--- src/hw/rtl/pcd_pkg.sv ---
// ----------------------------------------------------------------------------
// pcd_pkg
// Shared constants, types and the product schedule of the chi-square
// distance unit.
// ----------------------------------------------------------------------------
package pcd_pkg;

   localparam int VALUE_WIDTH = 32;
   localparam int C_W         = VALUE_WIDTH + 1;      // differences and sums
   localparam int A_W         = 2 * C_W + 2;          // adjugate entries
   localparam int DET_W       = A_W + C_W + 3;        // determinant, A*d rows
   localparam int ACC_W       = DET_W + C_W + 3;      // accumulator, numerator
   localparam int CNT_W       = $clog2(C_W + 1);
   localparam int PROG_LEN    = 27;
   localparam int PC_W        = $clog2(PROG_LEN);

   localparam logic [1:0] OP_LOAD  = 2'd0;
   localparam logic [1:0] OP_COV   = 2'd1;
   localparam logic [1:0] OP_EXACT = 2'd2;

   // multiplicand sources
   localparam logic [3:0] MC_C0 = 4'd0;
   localparam logic [3:0] MC_C1 = 4'd1;
   localparam logic [3:0] MC_C2 = 4'd2;
   localparam logic [3:0] MC_C3 = 4'd3;
   localparam logic [3:0] MC_C4 = 4'd4;
   localparam logic [3:0] MC_C5 = 4'd5;
   localparam logic [3:0] MC_A0 = 4'd6;
   localparam logic [3:0] MC_A1 = 4'd7;
   localparam logic [3:0] MC_A2 = 4'd8;
   localparam logic [3:0] MC_A3 = 4'd9;
   localparam logic [3:0] MC_A4 = 4'd10;
   localparam logic [3:0] MC_A5 = 4'd11;
   localparam logic [3:0] MC_V0 = 4'd12;
   localparam logic [3:0] MC_V1 = 4'd13;
   localparam logic [3:0] MC_V2 = 4'd14;

   // serial multiplier sources
   localparam logic [3:0] MP_C0 = 4'd0;
   localparam logic [3:0] MP_C1 = 4'd1;
   localparam logic [3:0] MP_C2 = 4'd2;
   localparam logic [3:0] MP_C3 = 4'd3;
   localparam logic [3:0] MP_C4 = 4'd4;
   localparam logic [3:0] MP_C5 = 4'd5;
   localparam logic [3:0] MP_D0 = 4'd6;
   localparam logic [3:0] MP_D1 = 4'd7;
   localparam logic [3:0] MP_D2 = 4'd8;

   // destinations of a finished sum of products
   localparam logic [3:0] DST_A0   = 4'd0;
   localparam logic [3:0] DST_A1   = 4'd1;
   localparam logic [3:0] DST_A2   = 4'd2;
   localparam logic [3:0] DST_A3   = 4'd3;
   localparam logic [3:0] DST_A4   = 4'd4;
   localparam logic [3:0] DST_A5   = 4'd5;
   localparam logic [3:0] DST_DET  = 4'd6;
   localparam logic [3:0] DST_V0   = 4'd7;
   localparam logic [3:0] DST_V1   = 4'd8;
   localparam logic [3:0] DST_V2   = 4'd9;
   localparam logic [3:0] DST_NONE = 4'd10;

   typedef struct packed {
      logic [3:0] mc_sel;
      logic [3:0] mp_sel;
      logic       neg;
      logic       first;
      logic       last;
      logic [3:0] dest;
   } prog_entry_type;

   typedef struct packed {
      logic load;
      logic clear;
      logic neg;
   } mac_ctrl_type;

   function automatic prog_entry_type mk(input logic [3:0] mc, input logic [3:0] mp,
                                         input logic ng, input logic fs, input logic ls,
                                         input logic [3:0] ds);
      prog_entry_type e;
      e.mc_sel = mc;
      e.mp_sel = mp;
      e.neg    = ng;
      e.first  = fs;
      e.last   = ls;
      e.dest   = ds;
      return e;
   endfunction

   // Adjugate entries, determinant, the rows of adj(C)*d, then d^T (adj(C) d).
   function automatic prog_entry_type prog_rom(input logic [PC_W-1:0] pc);
      prog_entry_type e;
      unique case (pc)
         5'd0:  e = mk(MC_C3, MP_C5, 1'b0, 1'b1, 1'b0, DST_NONE);
         5'd1:  e = mk(MC_C4, MP_C4, 1'b1, 1'b0, 1'b1, DST_A0);
         5'd2:  e = mk(MC_C2, MP_C4, 1'b0, 1'b1, 1'b0, DST_NONE);
         5'd3:  e = mk(MC_C1, MP_C5, 1'b1, 1'b0, 1'b1, DST_A1);
         5'd4:  e = mk(MC_C1, MP_C4, 1'b0, 1'b1, 1'b0, DST_NONE);
         5'd5:  e = mk(MC_C2, MP_C3, 1'b1, 1'b0, 1'b1, DST_A2);
         5'd6:  e = mk(MC_C0, MP_C5, 1'b0, 1'b1, 1'b0, DST_NONE);
         5'd7:  e = mk(MC_C2, MP_C2, 1'b1, 1'b0, 1'b1, DST_A3);
         5'd8:  e = mk(MC_C1, MP_C2, 1'b0, 1'b1, 1'b0, DST_NONE);
         5'd9:  e = mk(MC_C0, MP_C4, 1'b1, 1'b0, 1'b1, DST_A4);
         5'd10: e = mk(MC_C0, MP_C3, 1'b0, 1'b1, 1'b0, DST_NONE);
         5'd11: e = mk(MC_C1, MP_C1, 1'b1, 1'b0, 1'b1, DST_A5);
         5'd12: e = mk(MC_A0, MP_C0, 1'b0, 1'b1, 1'b0, DST_NONE);
         5'd13: e = mk(MC_A1, MP_C1, 1'b0, 1'b0, 1'b0, DST_NONE);
         5'd14: e = mk(MC_A2, MP_C2, 1'b0, 1'b0, 1'b1, DST_DET);
         5'd15: e = mk(MC_A0, MP_D0, 1'b0, 1'b1, 1'b0, DST_NONE);
         5'd16: e = mk(MC_A1, MP_D1, 1'b0, 1'b0, 1'b0, DST_NONE);
         5'd17: e = mk(MC_A2, MP_D2, 1'b0, 1'b0, 1'b1, DST_V0);
         5'd18: e = mk(MC_A1, MP_D0, 1'b0, 1'b1, 1'b0, DST_NONE);
         5'd19: e = mk(MC_A3, MP_D1, 1'b0, 1'b0, 1'b0, DST_NONE);
         5'd20: e = mk(MC_A4, MP_D2, 1'b0, 1'b0, 1'b1, DST_V1);
         5'd21: e = mk(MC_A2, MP_D0, 1'b0, 1'b1, 1'b0, DST_NONE);
         5'd22: e = mk(MC_A4, MP_D1, 1'b0, 1'b0, 1'b0, DST_NONE);
         5'd23: e = mk(MC_A5, MP_D2, 1'b0, 1'b0, 1'b1, DST_V2);
         5'd24: e = mk(MC_V0, MP_D0, 1'b0, 1'b1, 1'b0, DST_NONE);
         5'd25: e = mk(MC_V1, MP_D1, 1'b0, 1'b0, 1'b0, DST_NONE);
         5'd26: e = mk(MC_V2, MP_D2, 1'b0, 1'b0, 1'b1, DST_NONE);
         default: e = mk(MC_C0, MP_C0, 1'b0, 1'b1, 1'b1, DST_NONE);
      endcase
      return e;
   endfunction

endpackage

--- src/hw/rtl/pcd_mac.sv ---
// ----------------------------------------------------------------------------
// pcd_mac
// Bit-serial signed multiply-accumulate: one multiplier bit per cycle.
// ----------------------------------------------------------------------------
module pcd_mac
   import pcd_pkg::*;
(
   input  logic               clock,
   input  logic               reset,
   input  mac_ctrl_type       ctrl,
   input  logic [ACC_W-1:0]   mcand,
   input  logic [C_W-1:0]     mplier,
   output logic [ACC_W-1:0]   acc,
   output logic               done
);

   logic [ACC_W-1:0] acc_ff, acc_in;
   logic [ACC_W-1:0] mcand_ff;
   logic [C_W-1:0]   mplier_ff;
   logic [CNT_W-1:0] cnt_ff;
   logic             run_ff;
   logic             neg_ff;
   logic             done_ff;
   logic [ACC_W-1:0] term;
   logic             sub;

   // The top multiplier bit carries negative weight, hence the flip of sign.
   always_comb begin
      term   = mplier_ff[0] ? mcand_ff : '0;
      sub    = neg_ff ^ (cnt_ff == CNT_W'(C_W - 1));
      acc_in = sub ? (acc_ff - term) : (acc_ff + term);
   end

   always_ff @(posedge clock) begin
      if (reset) begin
         run_ff  <= 1'b0;
         done_ff <= 1'b0;
         cnt_ff  <= '0;
         acc_ff  <= '0;
      end else begin
         done_ff <= 1'b0;
         if (ctrl.load) begin
            mcand_ff  <= mcand;
            mplier_ff <= mplier;
            neg_ff    <= ctrl.neg;
            cnt_ff    <= '0;
            run_ff    <= 1'b1;
            if (ctrl.clear) begin
               acc_ff <= '0;
            end
         end else if (run_ff) begin
            acc_ff    <= acc_in;
            mcand_ff  <= {mcand_ff[ACC_W-2:0], 1'b0};
            mplier_ff <= {1'b0, mplier_ff[C_W-1:1]};
            cnt_ff    <= cnt_ff + 1'b1;
            if (cnt_ff == CNT_W'(C_W - 1)) begin
               run_ff  <= 1'b0;
               done_ff <= 1'b1;
            end
         end
      end
   end

   assign acc  = acc_ff;
   assign done = done_ff;

`ifndef ASSERT_OFF
   a_load_idle: assert property (@(posedge clock) disable iff (reset)
      ctrl.load |-> !run_ff)
      else $error("pcd_mac: load while a product is running");
   a_done_after_run: assert property (@(posedge clock) disable iff (reset)
      done_ff |-> $past(run_ff))
      else $error("pcd_mac: done without a running product");
   a_cnt_range: assert property (@(posedge clock) disable iff (reset)
      run_ff |-> cnt_ff <= CNT_W'(C_W - 1))
      else $error("pcd_mac: bit counter out of range");
`endif

endmodule

--- config.mk ---
export PLATFORM = sky130hd
export DESIGN_NAME = pcd_mac
export DESIGN_NICKNAME = d
export VERILOG_FILES = /design/src/hw/rtl/pcd_pkg.sv /design/src/hw/rtl/pcd_mac.sv
export SDC_FILE = /design/constraint.sdc
export NUM_CORES = 1
export LEC_CHECK = 0
export ABC_CLOCK_PERIOD_IN_PS = 14000
export BUFFER_PORTS_ARGS = -buffer_cell sky130_fd_sc_hd__buf_2
export CAP_MARGIN = 20
export CORE_ASPECT_RATIO = 0.7
export CORE_UTILIZATION = 45
export CTS_BUF_LIST = sky130_fd_sc_hd__clkbuf_4
export CTS_CLUSTER_SIZE = 28
export DETAILED_ROUTE_END_ITERATION = 16
export MAX_ROUTING_LAYER = met4
export PLACE_DENSITY = 0.71
export SYNTH_ARGS = -nofsm -noshare
export SYNTH_HDL_FRONTEND = slang
export SYNTH_SLANG_ARGS = --single-unit
--- constraint.sdc ---
create_clock -name clock -period 14 [get_ports clock]
set_input_delay 2.8 -clock clock [delete_from_list [all_inputs] [get_ports clock]]
set_output_delay 2.8 -clock clock [all_outputs]
set_load 0.02 [all_outputs]
# Word-level counts from Yosys, hierarchy flattened
# Cells that the tools add are included.
[totals]
word_cells = 34
ff_bits = 322
inputBits = 178
[op_classes]
muxes = 13
n_eq_ne = 2
reduce_logical = 6
addsub = 3
bitwise = 3
[op_table]
columns = ["cell", "count"]
rows = [
  ["$mux 140", 7],
  ["$add 140x140->140", 1],
  ["$sub 140x140->140", 1],
  ["$mux 33", 2],
  ["$add 6x1->6 const B", 1],
  ["$eq 6x6->1 const B", 1],
  ["$reduce_and 2->1", 3],
  ["$mux 1", 4],
  ["$reduce_or 3->1", 1],
  ["$ne 2x2->1 const B", 1],
  ["$not 1->1", 2],
  ["$reduce_bool 2->1", 1],
  ["$reduce_or 2->1", 1],
  ["$xor 1x1->1", 1],
]

# Longest topological paths before layout
[depth]
word_depth = 5
depth_mapped = 35
ltp_nobuf = 25

# Least setup slack after synthesis
# Ideal clock, no wire load.
[synth_path]
kind = "input to register"
startpoint = "input port ctrl[2] in the netlist's numbering"
endpoint = "register mcand_ff[0] (enable)"
setup_ns = 0.709
n_path_buf = 3
path_slack_ns = 2.370
stages = 5
arrival_ns = 10.921
path_cell_list = "clkbuf_1 -> clkbuf_1 -> clkbuf_1 -> nor2_1 -> nor2_1"
[synth_between]
elab_chain_len = 2
[synth_rtl]
columns = ["element", "line_no", "text"]
rows = [
  ["start: declaration", "pcd_mac.sv:10", "input mac_ctrl_type ctrl,"],
  ["$reduce_bool 2->1 (no source line)", "-", ""],
  ["$reduce_and 2->1 (no source line)", "-", ""],
  ["end signal: assignment", "pcd_mac.sv:43", "mcand_ff <= mcand;"],
  ["end signal: assignment", "pcd_mac.sv:53", "mcand_ff <= {mcand_ff[ACC_W-2:0], 1'b0};"],
  ["end: declaration", "pcd_mac.sv:18", "logic [ACC_W-1:0] mcand_ff;"],
]
# Every way passes these cells.
# A chain may end at the register's enable or synchronous reset.

# Worst setup path after layout
[layout_path]
startpoint = "register mplier_ff[0]"
endpoint = "register acc_ff[135] (netlist: acc[135])"
[layout_between]
elab_chain_len = 5
elab_cells_between_ends = 6
cone_classes = "2 x add/sub; 4 x mux"
[layout_rtl]
columns = ["element", "line_no", "text"]
rows = [
  ["start: declaration", "pcd_mac.sv:19", "logic [C_W-1:0] mplier_ff;"],
  ["start signal: assignment", "pcd_mac.sv:44", "mplier_ff <= mplier;"],
  ["start signal: assignment", "pcd_mac.sv:54", "mplier_ff <= {1'b0, mplier_ff[C_W-1:1]};"],
  ["$mux 140 *", "pcd_mac.sv:29", "term = mplier_ff[0] ? mcand_ff : '0;"],
  ["$add 140x140->140 or $sub 140x140->140 (tied branches)", "pcd_mac.sv:31", "acc_in = sub ? (acc_ff - term) : (acc_ff + term);"],
  ["$mux 140 *", "pcd_mac.sv:31", ""],
  ["$mux 140 *", "pcd_mac.sv:51", "end else if (run_ff) begin"],
  ["$mux 140 *", "pcd_mac.sv:42", "if (ctrl.load) begin"],
  ["end signal: assignment", "pcd_mac.sv:52", "acc_ff <= acc_in;"],
  ["end: declaration", "pcd_mac.sv:17", "logic [ACC_W-1:0] acc_ff, acc_in;"],
]
# Mark *: on every way between the ends. The rest lies on a longest branch, timed or not. The select of a mux whose other input is x is not followed.

==> impl_metrics.yaml <==
outcome:
  outcome: "complete, no violations"
floorplanning:
  initial_core_util_pct: 45.9
  die-area_sq_mm: 0.0579
  ioPinCount: 319
  die_h_um: 202
  core_area_sq_mm: 0.0558
  rows: 72
  die_w_um: 287
synthesis:
  synthTopCellsByArea: "edfxtp_1, dfxtp_1, mux2_2"
  ys.flop_type: "edfxtp_1"
  yosys.area.top_type: "edfxtp_1"
  syn_area_sq_mm: 0.0256
  ys_seq_area_share_pct: 32.0
  synthesis.nets: 3373
  ys_async_sr_fraction_pct: 0
  netlist_instances: 3052
  ys_ff_latch: 322
  synth_edf_count: 174
  yosysWarnings: 0
  yosysUniqueCellTypes: 97
  avgSynthCellArea_sq_um: 8.39
  synth_top_area_share_pct: 20.4
global_route:
  grt_pass1_wl_um: 143000
  grt_pass1_vias: 22900
  grt_usage_pct: 33.2
  grt_antenna_before_repair: 6
  gr-total-overflow: 0
  grt_max_degree: 171
placed_design:
  port_buffers: 318
  hpwl_um: 73400
  place_congestion: 1.08
  dp.cells: 3949
  pre_cts_ws_ns: 6.16
cts:
  cts_root_buf: "clkbuf_4"
  path_clk_slew_ns: 0.08
  cts_hold_buffers: 0
  insertion_delay_ns: 0.90
  cts_buffer_depth: 3
  cts_resized: 0
  cts.htree.levels: 3
  cts_tree: "done"
  numCtsBuffers: 84
  post_cts_buffers: 0
  cts_sinks: 322
run:
  drv_cap: 0
timing:
  timing.final.max_slew_violations: 0
  hold_viol: 0
  fin_skew_ns: 0.0921
  slew_headroom_pct: 21.8
  fin_ws_ns: 5.70
  tightest_slew_ns: 1.17
  setup_tns_ns: 0
  fmax_mhz: 120
  rsz0062_at_grt: "false"
  setup_violations: 0
  fin_crit_ns: 8.30
  finalCritPeriodShare_pct: 59.3
setup_path:
  critPathCaptureType: "flop"
  crit_fanout: 58
  cp-start-kind: "flop"
  path_class: "flop to flop"
  arrival_ns: 9.01
  cp.required_ns: 14.71
power:
  total_power_uw: 3120
  p_per_area_mw_per_mm2: 108
  p_leak_uw: 0.0118
  ir_worst_vdd_mv: 0.0650
route:
  drc: 0
  vias_per_cell: 6.15
  firstDrtPassIters: 6
  wl_per_cell_um: 23.3
  drt_iter0_drc: 2990
  num_vias: 25300
  ant_nets: 0
  drt_wl_total_um: 95800
finish:
  final_cells: 4116
  area_growth_pct: 12.5
  fin_nets: 3619
  drive_gt1_share_pct: 21.3
  final_cell_mix: "nand2_1, buf_2, a21oi_1"
  layout_commonest_cell: "nand2_1"
worst_hold_path:
  hold_path_class: "flop to flop"
==> worst max-delay path: stages, from the launching register on <==
cell and delay [ns]:
edfxtp_1 0.40, buf_4 0.26, buf_4 0.38, o41ai_2 0.20, nand3_1 0.39, nor2b_1 0.31
and3_1 0.36, and3_1 0.25, nor2b_1 0.56, nor2_1 0.11, nor2_1 0.88, a31oi_1 0.06
o21ai_0 0.27, ha_1 0.42, a21oi_1 0.18, o21bai_1 0.09, a221oi_1 0.40, o21ai_1 0.15
a221oi_1 0.65, o41ai_1 0.16, a211oi_1 0.79, o41ai_2 0.20, a21oi_1 0.24, o21ai_0 0.15
xnor2_1 0.16, o21ai_0 0.08
==> sequential cells by signal (all words and copies together) (netlist names) <==
name / count
mplier_ff: 33
done: 1
cnt_ff: 6
acc: 140
neg_ff: 1
run_ff: 1
mcand_ff: 140
==> metal layers <==
metal	wire length (um)	global-route usage, %	vias up
met1	45400	50.1	12000
met2	36200	41.5	1402
met5	0	-	-
met3	12500	10.9	129
met4	1700	7.05	0
li1	-	-	11800
==> power breakdown <==
part,internal [uW],switching (uW)
combinational,379,666
clock,461,457
sequential,1070,88.1
total,1910,1210
==> kinds of logic (layout without fill, tap and decap cells) <==
group           Yosys count  after routing  synth area share [%]
buf+inv                 230            547                  3.67
simple gates           1016           1016                  18.3
other cells               0              7                     0
xor+xnor                237            237                  8.10
compound gates          928            928                  23.2
flops                   322            322                  32.0
fa+ha+maj               143            143                  7.02
mux                     176            176                  7.73
==> stage by stage <==
step                util (%)  instance area [sq um]  hold WS [ns]
floorplan                  -                  25600         0.458
global placement        49.5                  27600         0.468
detailed placement      49.5                  27600         0.476
CTS                     51.6                  28800         0.484
global route            51.6                  28800         0.509
finish                  51.7                  28800         0.478
==> synth_stat cells (17+ instances only) <==
cell type and n:
nand2_1 404, buf_2 17, nand4_1 71, edfxtp_1 174, nor2_1 255, a21o_1 75
clkbuf_1 145, dfxtp_1 148, o41ai_1 21, nand3_1 55, and3_1 17, or3_1 30
o21bai_1 43, ha_1 142, mux2_2 174, and2_1 19, nand2b_1 18, a22oi_1 70
xor2_1 113, nor4_1 24, o21ai_0 230, nor3_1 50, o211ai_1 25, inv_1 48
xnor2_1 124, o31ai_1 30, a31oi_1 44, a21oi_1 259
==> path summary, 6_finish.rpt <==
check | slack [ns] | cells after the start | endpoint | from
setup / recovery | 5.70 | 25 | acc[135] | mplier_ff[0]
hold / removal | 0.48 | 2 | acc[137] | acc[137]
hold reg to reg | 0.48 | 2 | acc[137] | acc[137]
setup reg to reg | 5.70 | 25 | acc[135] | mplier_ff[0]
==> cell type report <==
class	count	area, sq um
repair buffers	342	1790
inverters	48	180
clock buffers	122	916
clock inverters	35	239
flip-flops and latches	322	8190
multi-input cells	2500	16600
fillers	5444	27000
well taps	740	926
diodes	7	17.5
Power figures use the tool's default switching activity.
